## src/hw/rtl/conv3x3_tile_filter_macros.svh

```systemverilog
// Assertion helpers
`ifndef CONV3X3_TILE_FILTER_MACROS_SVH
`define CONV3X3_TILE_FILTER_MACROS_SVH

`define C3_ASSERT(label, prop, msg) \
	label: assert property (@(posedge clk) disable iff (!arst_n) prop) else $error(msg);

`define C3_ASSERT_NEVER(label, expr, msg) \
	label: assert property (@(posedge clk) disable iff (!arst_n) !(expr)) else $error(msg);

`endif

```

## src/hw/rtl/c3tf_pkg.sv

```systemverilog
package c3tf_pkg;
	localparam int TILE_ROWS_DEF = 64;
	localparam int MAX_TILE_COLUMNS_DEF = 1024;
	localparam int CFG_IDX_W = 2;
	localparam logic [CFG_IDX_W-1:0] REG_TILE_COLUMNS = 2'd0;
	localparam logic [CFG_IDX_W-1:0] REG_COEF_ROW0 = 2'd1;
	localparam logic [CFG_IDX_W-1:0] REG_COEF_ROW1 = 2'd2;
	localparam logic [CFG_IDX_W-1:0] REG_COEF_ROW2 = 2'd3;
	localparam logic [7:0] PIX_MAX = 8'd255;

	typedef struct packed {
		logic [7:0] win_00;
		logic [7:0] win_01;
		logic [7:0] win_02;
		logic [7:0] win_10;
		logic [7:0] win_11;
		logic [7:0] win_12;
		logic [7:0] win_20;
		logic [7:0] win_21;
		logic [7:0] win_22;
		logic       column_done;
		logic       tile_done;
	} win_item_t;
endpackage

```

## src/hw/rtl/c3tf_front.sv

```systemverilog
module c3tf_front import c3tf_pkg::*; #(
	parameter int TILE_ROWS = TILE_ROWS_DEF,
	parameter int MAX_TILE_COLUMNS = MAX_TILE_COLUMNS_DEF
) (
	input  logic              clk,
	input  logic              arst_n,
	input  logic              in_valid,
	input  logic [7:0]        pixel,
	output logic              in_stall,
	input  logic [10:0]       tile_columns,
	output logic              item_valid,
	output win_item_t         item,
	input  logic              item_stall
);
	localparam int COL_LEN = TILE_ROWS + 2;
	localparam int AW = $clog2(COL_LEN);
	localparam int CW = 17;

	// Each entry k holds {older,middle} pair
	logic [15:0] col_mem [COL_LEN];
	logic [10:0] row_q;
	logic [CW-1:0] col_q;
	logic [15:0] newest_two_rows_q;
	logic wr_pend_q;
	logic acc, col_end, tile_end, emits;
	logic [CW-1:0] last_col;
	logic [16:0] cols;

	// Pipeline stage 1: window read
	logic        v_s1;
	logic [7:0]  p_s1, prev1_s1, prev2_s1;
	logic [10:0] row_s1;
	logic        emit_s1, cend_s1, tend_s1;
	logic [15:0] pa_s1, pb_s1, pc_s1;

	assign in_stall = v_s1 && item_stall;
	assign acc = in_valid && !in_stall;
	assign cols = (tile_columns > 11'(MAX_TILE_COLUMNS > 2047 ? 2047 : MAX_TILE_COLUMNS))
		? 17'(MAX_TILE_COLUMNS) : 17'(tile_columns);
	assign last_col = CW'(cols) + CW'(1);
	assign col_end = row_q >= 11'(COL_LEN - 1);
	assign tile_end = col_end && (col_q >= last_col);
	assign emits = col_q >= CW'(2) && row_q >= 11'd2 && row_q < 11'(COL_LEN);

	always_ff @(posedge clk or negedge arst_n) begin
		if (!arst_n) begin
			row_q <= '0;
			col_q <= '0;
			newest_two_rows_q <= '0;
			wr_pend_q <= 1'b0;
			v_s1 <= 1'b0;
		end else begin
			if (!in_stall)
				v_s1 <= acc;
			if (acc) begin
				wr_pend_q <= 1'b1;
				newest_two_rows_q <= {newest_two_rows_q[7:0], pixel};
				if (col_end) begin
					row_q <= '0;
					col_q <= tile_end ? '0 : col_q + CW'(1);
				end else begin
					row_q <= row_q + 11'd1;
				end
			end
		end
	end

	// Entry r is read at row r; rows r-2 and r-1 ride along in the window shift.
	// The entry moves on at the next transaction, from the stage 1 copy.
	always_ff @(posedge clk) begin
		if (acc) begin
			p_s1 <= pixel;
			prev1_s1 <= newest_two_rows_q[7:0];
			prev2_s1 <= newest_two_rows_q[15:8];
			row_s1 <= row_q;
			emit_s1 <= emits;
			cend_s1 <= col_end;
			tend_s1 <= tile_end;
			pa_s1 <= pb_s1;
			pb_s1 <= pc_s1;
			pc_s1 <= col_mem[AW'(row_q)];
			if (wr_pend_q)
				col_mem[AW'(row_s1)] <= {pc_s1[7:0], p_s1};
		end
	end

	assign item_valid = v_s1 && emit_s1;
	always_comb begin
		item.win_00 = pa_s1[15:8];
		item.win_01 = pa_s1[7:0];
		item.win_02 = prev2_s1;
		item.win_10 = pb_s1[15:8];
		item.win_11 = pb_s1[7:0];
		item.win_12 = prev1_s1;
		item.win_20 = pc_s1[15:8];
		item.win_21 = pc_s1[7:0];
		item.win_22 = p_s1;
		item.column_done = cend_s1;
		item.tile_done = tend_s1;
	end

	`include "conv3x3_tile_filter_macros.svh"
	`C3_ASSERT(a_row_range, (row_q <= 11'(COL_LEN - 1)), "row out of range")
	`C3_ASSERT(a_tile_end_col, (acc && tile_end) |=> (col_q == '0), "tile end must wrap column")
	`C3_ASSERT(a_hold, (v_s1 && item_stall) |=> ($stable(p_s1) && v_s1), "stalled item changed")
endmodule

```

## src/hw/rtl/c3tf_back.sv

```systemverilog
module c3tf_back import c3tf_pkg::*; (
	input  logic        clk,
	input  logic        arst_n,
	input  logic        item_valid,
	input  win_item_t   item,
	output logic        item_stall,
	input  logic [47:0] coef_row0,
	input  logic [47:0] coef_row1,
	input  logic [47:0] coef_row2,
	output logic        out_valid,
	input  logic        stall,
	output logic [7:0]  out_pixel,
	output logic        column_done,
	output logic        tile_done
);
	typedef enum logic [1:0] {ST_IDLE, ST_MAC, ST_DIV, ST_OUT} state_t;
	state_t state_q;
	logic [3:0] step_q;
	logic signed [35:0] sum_q;
	logic signed [19:0] div_q;
	logic [35:0] rem_q, quo_q, num_q;
	logic [19:0] den_q;
	logic neg_q;
	logic [5:0] bit_q;
	win_item_t it_q;
	logic signed [15:0] k;
	logic [7:0] px;
	logic [47:0] rowbits;
	logic [36:0] trial;

	always_comb begin
		case (step_q)
			4'd0, 4'd1, 4'd2: rowbits = coef_row0;
			4'd3, 4'd4, 4'd5: rowbits = coef_row1;
			default:          rowbits = coef_row2;
		endcase
		case (step_q)
			4'd0, 4'd3, 4'd6: k = rowbits[15:0];
			4'd1, 4'd4, 4'd7: k = rowbits[31:16];
			default:          k = rowbits[47:32];
		endcase
		case (step_q)
			4'd0: px = it_q.win_00;
			4'd1: px = it_q.win_01;
			4'd2: px = it_q.win_02;
			4'd3: px = it_q.win_10;
			4'd4: px = it_q.win_11;
			4'd5: px = it_q.win_12;
			4'd6: px = it_q.win_20;
			4'd7: px = it_q.win_21;
			default: px = it_q.win_22;
		endcase
		trial = {rem_q, num_q[35]} - {17'd0, den_q};
	end

	assign item_stall = state_q != ST_IDLE;

	always_ff @(posedge clk or negedge arst_n) begin
		if (!arst_n) begin
			state_q <= ST_IDLE;
			out_valid <= 1'b0;
			step_q <= '0;
			bit_q <= '0;
		end else begin
			case (state_q)
				ST_IDLE: begin
					if (item_valid) begin
						it_q <= item;
						step_q <= '0;
						sum_q <= '0;
						div_q <= '0;
						state_q <= ST_MAC;
					end
				end
				ST_MAC: begin
					sum_q <= sum_q + 36'(k * $signed({1'b0, px}));
					div_q <= div_q + 20'(k);
					if (step_q == 4'd8) begin
						state_q <= ST_DIV;
						step_q <= '0;
					end else begin
						step_q <= step_q + 4'd1;
					end
					if (step_q == 4'd8) begin
						// load divider next cycle via bit_q==37 marker
						bit_q <= 6'd37;
					end
				end
				ST_DIV: begin
					if (bit_q == 6'd37) begin
						num_q <= sum_q[35] ? 36'(-sum_q) : sum_q;
						den_q <= (div_q == 0) ? 20'd1 : (div_q[19] ? 20'(-div_q) : div_q);
						neg_q <= sum_q[35] ^ (div_q[19] && div_q != 0);
						rem_q <= '0;
						quo_q <= '0;
						bit_q <= 6'd36;
					end else if (bit_q != 0) begin
						if (!trial[36]) begin
							rem_q <= trial[35:0];
							quo_q <= {quo_q[34:0], 1'b1};
						end else begin
							rem_q <= {rem_q[34:0], num_q[35]};
							quo_q <= {quo_q[34:0], 1'b0};
						end
						num_q <= {num_q[34:0], 1'b0};
						bit_q <= bit_q - 6'd1;
					end else begin
						if (neg_q && quo_q != 0)
							out_pixel <= 8'd0;
						else if (quo_q > 36'(PIX_MAX))
							out_pixel <= PIX_MAX;
						else
							out_pixel <= quo_q[7:0];
						column_done <= it_q.column_done;
						tile_done <= it_q.tile_done;
						out_valid <= 1'b1;
						state_q <= ST_OUT;
					end
				end
				ST_OUT: begin
					if (!stall) begin
						out_valid <= 1'b0;
						state_q <= ST_IDLE;
					end
				end
				default: state_q <= ST_IDLE;
			endcase
		end
	end

	`include "conv3x3_tile_filter_macros.svh"
	`C3_ASSERT(a_out_state, out_valid |-> (state_q == ST_OUT), "valid outside output state")
	`C3_ASSERT(a_hold_out, (out_valid && stall) |=> (out_valid && $stable(out_pixel)), "result lost")
	`C3_ASSERT_NEVER(a_step, (state_q == ST_MAC) && (step_q > 4'd8), "step overrun")
endmodule

```

## src/hw/rtl/conv3x3_tile_filter.sv

```systemverilog
// Normalized 3x3 convolution over a column-major pixel stream. The front end
// keeps the two previous columns and builds one window per pixel, one pixel
// per cycle while the back end is free; the back end does nine multiply-adds
// and a 36-step restoring divide, one after the other, so an item that yields
// a result holds the back end through the MAC, the divide and any output
// stall, and stage 1 holds the next pixel until the back end is free. Pixels
// that make no result (first two columns and rows) do not enter the back end,
// but they too wait while it is busy.
module conv3x3_tile_filter import c3tf_pkg::*; #(
	parameter int TILE_ROWS = TILE_ROWS_DEF,
	parameter int MAX_TILE_COLUMNS = MAX_TILE_COLUMNS_DEF
) (
	input  logic                 clk,
	input  logic                 arst_n,
	input  logic                 in_valid,
	output logic                 in_stall,
	input  logic [7:0]           pixel,
	output logic                 out_valid,
	input  logic                 out_stall,
	output logic [7:0]           out_pixel,
	output logic                 column_done,
	output logic                 tile_done,
	input  logic                 cfg_valid,
	output logic                 cfg_ready,
	input  logic [CFG_IDX_W-1:0] cfg_index,
	input  logic [47:0]          cfg_data
);
	logic [10:0] tile_columns_q;
	logic [47:0] coef_row0_q, coef_row1_q, coef_row2_q;
	logic item_valid, item_stall;
	win_item_t item;

	assign cfg_ready = 1'b1;

	always_ff @(posedge clk or negedge arst_n) begin
		if (!arst_n) begin
			tile_columns_q <= 11'd64;
			coef_row0_q <= '0;
			coef_row1_q <= '0;
			coef_row2_q <= '0;
		end else if (cfg_valid) begin
			case (cfg_index)
				REG_TILE_COLUMNS: tile_columns_q <= cfg_data[10:0];
				REG_COEF_ROW0:    coef_row0_q <= cfg_data;
				REG_COEF_ROW1:    coef_row1_q <= cfg_data;
				REG_COEF_ROW2:    coef_row2_q <= cfg_data;
				default: ;
			endcase
		end
	end

	c3tf_front #(.TILE_ROWS(TILE_ROWS), .MAX_TILE_COLUMNS(MAX_TILE_COLUMNS)) u_front (
		.clk, .arst_n, .in_valid, .pixel, .in_stall,
		.tile_columns(tile_columns_q),
		.item_valid, .item, .item_stall
	);

	c3tf_back u_back (
		.clk, .arst_n, .item_valid, .item, .item_stall,
		.coef_row0(coef_row0_q), .coef_row1(coef_row1_q), .coef_row2(coef_row2_q),
		.out_valid, .stall(out_stall), .out_pixel, .column_done, .tile_done
	);
endmodule

```

## config.mk

```make
export PLATFORM = sky130hd
export DESIGN_NAME = conv3x3_tile_filter
export DESIGN_NICKNAME = d
export VERILOG_FILES = /design/src/hw/rtl/c3tf_pkg.sv /design/src/hw/rtl/c3tf_front.sv /design/src/hw/rtl/c3tf_back.sv /design/src/hw/rtl/conv3x3_tile_filter.sv
export VERILOG_INCLUDE_DIRS = /design/src /design/src/hw/rtl
export SDC_FILE = /design/constraint.sdc
export NUM_CORES = 2
export LEC_CHECK = 0
export BUFFER_PORTS_ARGS = -buffer_cell sky130_fd_sc_hd__buf_2
export CAP_MARGIN = 20
export CORE_MARGIN = 2
export CORE_UTILIZATION = 68
export CTS_CLUSTER_DIAMETER = 100
export DETAILED_ROUTE_END_ITERATION = 6
export PLACE_DENSITY = 0.92
export SKIP_CTS_REPAIR_TIMING = 1
export SYNTH_ARGS = -nofsm -noshare
export SYNTH_HDL_FRONTEND = slang
export SYNTH_SLANG_ARGS = --single-unit
```

## constraint.sdc

```tcl
create_clock -name clk -period 27.1 [get_ports clk]
set_input_delay 2.71 -clock clk [delete_from_list [all_inputs] [get_ports clk]]
set_output_delay 2.71 -clock clk [all_outputs]
set_load 0.01 [all_outputs]
```

* Word-level counts from Yosys, hierarchy flattened
Memory sizes are Yosys's and may differ from the RTL's. A register that Yosys moved wholly into a read port is not among the register bits.
Cells that the tools add are included.
** Cells by class
- $lt $le $gt $ge :: 7
- Equal/unequal tests :: 21
- Reductions and logical operators :: 40
- Multiplexer cells :: 39
- Add/sub/neg operators :: 10
- Bitwise gates (word level) :: 4
- $mul :: 1
** Operators with widths (number)
- $mux W36 :: 7
- $pmux W48 S2 :: 1
- $pmux W36 S2 :: 1
- $pmux W8 S8 :: 1
- $pmux W20 S2 :: 1
- $sub A37 B20 Y37 :: 1
- $add A36 B36 Y36 :: 1
- $gt A36 B8 Y1 const B :: 1
- $neg A36 Y36 :: 1
- $reduce_bool A36 Y1 :: 1
- $add A17 B1 Y17 const B :: 2
- $logic_not A32 Y1 :: 1
- $pmux W16 S2 :: 1
- $reduce_bool A32 Y1 :: 1
- $mul A16 B9 Y25 :: 1
- $mux W11 :: 2
- $add A20 B16 Y20 :: 1
- $mux W20 :: 1
- $neg A20 Y20 :: 1
- $mux W19 :: 1
- $mux W6 :: 3
- $ge A17 B17 Y1 :: 1
- $ge A17 B2 Y1 const B :: 1
- $mux W17 :: 1
- 39 further kinds :: 88
** Storage, ports and cells
- Memories kept :: 1
- Output and inout bits :: 13
- Word-level logic and storage cells :: 167
- Bits in registers :: 549
- Input port bits :: 63
- RAM bits :: 1056
** Memory list
- u_front.col_mem :: words 66, bits a word 16, read ports 1, clocked after Yosys merged registers in 1, write ports 1, line c3tf_front.sv:20 : logic [15:0] col_mem [COL_LEN];

* Depth between registers and ports, before layout
- Depth in word-level cells :: 7
- Mapped depth :: 42
- Depth with buffers taken out :: 38

* Modules after synthesis
From an unflattened synthesis, not the netlist that was laid out.
** Unflattened totals
- Cells, all modules :: 4652
- Area, all modules :: 73122.6 um^2
** Modules (own cells, without submodules)
- c3tf_front :: instances 1, sequential area each 35323.9 um^2, area an instance 45849.0 um^2, cells each 2203
- c3tf_back :: instances 1, sequential area each 8403.1 um^2, area an instance 21499.4 um^2, cells each 2117
- conv3x3_tile_filter :: instances 1, sequential area each 3880.0 um^2, area an instance 5774.3 um^2, cells each 332

* Worst setup path before layout
OpenSTA, ideal clock, no wires.
- Path type :: flip-flop to flip-flop
- From :: register u_back.step_q[0]
- To :: register u_back.sum_q[33], data pin
- Path buffers :: 4
- Data required time :: 26.834 ns
- Setup slack :: 17.946 ns
- Cell stages (with the launch flop) :: 39
- Period minus slack after synthesis :: 9.154 ns
- Library setup time :: 0.266 ns
- Arrival time :: 8.888 ns
- Cell sequence :: dfrtp_1 > inv_1 > ha_1 > clkbuf_1 > nor3_1 > nor3_1 > clkbuf_1 > buf_1 > buf_1 > a22oi_1 > nand2_1 > a21oi_1 > inv_1 > nand2_1 > fa_1 > inv_1 > fa_1 > fa_1 > [... 3 more ...] > ha_1 > or3_1 > or3_1 > a221oi_2 > o31ai_1 > o41ai_1 > xnor2_1 > inv_1 > ha_1 > a21o_1 > a21o_1 > a21oi_1 > nor2_1 > a2111oi_0 > o41ai_2 > a31oi_1 > xor2_1 > nor2_1
** On the way
- Cells in the longest elaborated chain, start to end :: 7
- Elaborated cells on any way between the ends :: 18
- Those cells by class :: add/sub: 1; mul: 1; eq/ne: 7; mux: 4; reduce/logical: 5
** Ends and longest elaborated chain
- start: declaration :: line c3tf_back.sv:18 : logic [3:0] step_q;
- start signal: assignment :: line c3tf_back.sv:82 : step_q <= step_q + 4'd1;
- $eq A4 B2 Y1, or another cell as far along :: line c3tf_back.sv:32, c3tf_back.sv:37, c3tf_back.sv:42
- $reduce_or A3 Y1 :: line c3tf_back.sv:32 : case (step_q)
- $pmux W48 S2 :: line c3tf_back.sv:32
- $pmux W16 S2 :: line c3tf_back.sv:37 : case (step_q)
- $mul A16 B9 Y25 * :: line c3tf_back.sv:76 : sum_q <= sum_q + 36'(k * $signed({1'b0, px}));
- $add A36 B36 Y36 * :: line c3tf_back.sv:76
- $pmux W36 S2 * :: line c3tf_back.sv:65 : case (state_q)
- end signal: assignment :: line c3tf_back.sv:76
- end: declaration :: line c3tf_back.sv:19 : logic signed [35:0] sum_q;
Every way passes the cells marked *; elsewhere a longest branch is shown, timed or not.
A chain may end at the register's enable or synchronous reset.

* Final worst setup path
- From :: register u_back.step_q[0]
- To :: register u_back.sum_q[35], data pin
The elaborated chain is that of the path after synthesis.

==> qor.csv <==
metric;value;unit
fin_cells;6200;
max_freq;0.0756;GHz
intPower;5.34;mW
place_inst;5859;
period_needed;13.23;ns
gr-total-overflow;0;
yosys.area.top_type;edfxtp_1;
use_met2;66.3;%
synthTopCellsByCount;edfxtp_1 (1407), mux4_2 (336), nor2_1 (335);
synth.area.mux_share;13.4;%
critPathLaunchType;register;
post_drt_wl_per_cell;36.7;um
synth.avg_cell_area;16.2;um^2
maxSlewHeadroom;21.1;%
syn_area;0.0723;mm^2
fp.dieW;330;um
finalSetupViolCount;0;
p_comb_share;41.8;%
drt_iter0_drc;8053;
grt.met3_usage;15.6;%
drive_above_1_share;20.6;%
synth_compound_area_share;5.13;%
slowest_delay;0.82;ns
grt_pass1_vias;46057;
synth-async-reset-ratio;13.2;%
final_nets;4975;
ys_types;82;
switchingPower;3.38;mW
endpoint_kind;register;
syn_to_final_growth;11.0;%
grt.total_usage;42.3;%
ios;76;
via_count;46397;
post-route-period-util;48.8;%
top_usage_layer;met2;
critPathSlowestCell;ha_1;
power_frac_seq;33.0;%
worst_slew_pin_slew;1.18;ns
peakVddDrop;0.000215;V
syn_inst;4465;
yosysMostFrequentCell;edfxtp_1;
clk_latency;0.84;ns
gp_congestion;0.911;
fin_area;0.0802;mm^2
power;8.72;mW
core_area;0.105;mm^2
cp.arrival;13.73;ns
yosysSeqAreaShare;65.9;%
critPathMaxFanout;49;
cts_made_buffers;157;
dr.pass1.iters;7;
synth_top_area_share;58.5;%
clockPowerShare;25.3;%
worstSetupPathType;register to register;
min_path_type;register to register;
powerDensity;109;mW/mm^2
drc;58;
status;finished with violations;
synth_area_leaders;edfxtp_1 (58%), mux4_2 (10%), dfrtp_1 (7.4%);
antenna_found_initial;51;
crit_top_cell;inv_1;
synth_flop_cell;edfxtp_1;
synth_top_family_by_area;multiplexers;
dp_slack;15.54;ns
htree_levels;4;
fp.dieH;330;um
power_switching_share;38.7;%
use_met1;46.6;%
drt_wl_total;228;mm
slew_violations;0;
port_buffers;74;
drv_cap;0;
initial_core_util;68.6;%
grt_pass1_wl;322;mm
clk_root_buffer_cell;clkbuf_16;
hold_viol;0;
ys_warn_count;0;
via_per_inst;7.48;
yosys.area_share.adder;5.59;%
synth-edff-count;1407;
place_area;0.0747;mm^2
skew;0.0612;ns
clockBufferDepth;3;
core.rowCount;119;
cts.sinks;1621;
grt_max_degree;149;
layout_setup_ws;13.87;ns
leakage;28.1;nW
setup_tns;0;ns
yosys.area_share.simple;5.78;%
ant_nets;0;
dp_hpwl;118;mm
ys_ff_latch;1621;
grt_setup_unrepaired;no;
violations;DRC;
cts_tree;done;
critical_path_required;27.61;ns
synth_xor_area_share;1.99;%
dieArea;0.109;mm^2
cts.clk_slew.worst_paths;0.07;ns
cell type report:
type / count / area (um^2)
Clock inverter: 86 / 751
Clock buffer: 201 / 4220
Sequential cell: 1621 / 47600
Fill cell: 5160 / 25000
Tap cell: 1391 / 1740
Timing Repair Buffer: 212 / 1800
Antenna cell: 29 / 72.6
Inverter: 232 / 873
Multi-Input combinational cell: 2428 / 23200
metal layers:
layer,share of wire (%),vias to the layer above
li1,-,17465
met1,29,22626
met2,47,4719
met3,13,1535
met4,10,52
met5,0.25,-
per-stage QoR:
stage,utilization (%),hold slack (ns)
2_1_floorplan,-,0.400
3_3_place_gp,70.9,0.400
3_5_place_dp,71.0,0.405
4_1_cts,75.7,0.421
5_1_grt,76.2,0.420
6_report,76.2,0.410
power groups by stage:
| stage | Clock (mW) | Sequential, mW | Combinational, mW |
|---|---|---|---|
| after floorplan | 0 | 2.90 | 2.47 |
| after global placement | 0 | 2.92 | 2.97 |
| after detailed placement | 0 | 2.92 | 3.18 |
| after CTS | 2.18 | 2.87 | 3.36 |
| after global routing | 2.27 | 2.88 | 3.85 |
| final | 2.21 | 2.87 | 3.64 |
flip-flops by register name, summed over array words and instances, names as in the netlist, 17 cells and up:
name / count
u_front.col_mem: 1056
coef_row1_q: 48
u_back.den_q: 20
coef_row2_q: 48
coef_row0_q: 48
u_front.col_q: 17
u_back.rem_q: 36
u_back.num_q: 36
u_back.it_q: 74
u_back.sum_q: 36
u_back.quo_q: 36
u_back.div_q: 20
logic make-up after synthesis:
group	after synthesis
multiplexers	527
other	1
AO/OA/AOI/OAI	558
flip-flops	1621
buffers and inverters	417
XOR/XNOR	164
adder cells (fa/ha/maj)	260
AND/OR/NAND/NOR	917
worst paths after layout:
kind	start	cells after the start	slack, ns	endpoint
hold reg to reg	u_front.pa_s1[6]$_DFFE_PP_	0	0.41	u_back.it_q[64]$_DFFE_PP_
setup / recovery	u_back.step_q[0]$_DFFE_PN0P_	39	13.87	u_back.sum_q[35]$_SDFFCE_PN0P_
min in group asynchronous	arst_n	1	1.86	coef_row0_q[14]$_DFFE_PN0P_
max in group asynchronous	arst_n	2	23.84	u_front.row_q[2]$_DFFE_PN0P_
hold / removal	u_front.pa_s1[6]$_DFFE_PP_	0	0.41	u_back.it_q[64]$_DFFE_PP_
setup reg to reg	u_back.step_q[0]$_DFFE_PN0P_	39	13.87	u_back.sum_q[35]$_SDFFCE_PN0P_
critical path, delay by kind of cell (launching register included):
family	cells	cell delay [ns]
AO/OA/AOI/OAI	16	4.77
adder cells (fa/ha/maj)	7	3.91
buffers and inverters	9	2.01
AND/OR/NAND/NOR	5	0.92
flip-flops	1	0.47
multiplexers	1	0.41
XOR/XNOR	1	0.37
placed cells by master (no fill, tap or decap), types with 40 or more instances in the layout:
cell,n
edfxtp_1,1407
mux4_2,336
nor2_1,313
nand2_1,280
inv_1,231
dfrtp_1,208
clkbuf_16,162
mux2_2,160
ha_1,155
a21oi_1,147
buf_4,109
fa_1,105
o21ai_0,103
xor2_1,89
xnor2_1,74
buf_2,74
and2_1,49
nand3_1,45
a22o_1,41
nor3_1,40
Note: power is estimated with default switching activity, not from simulation.
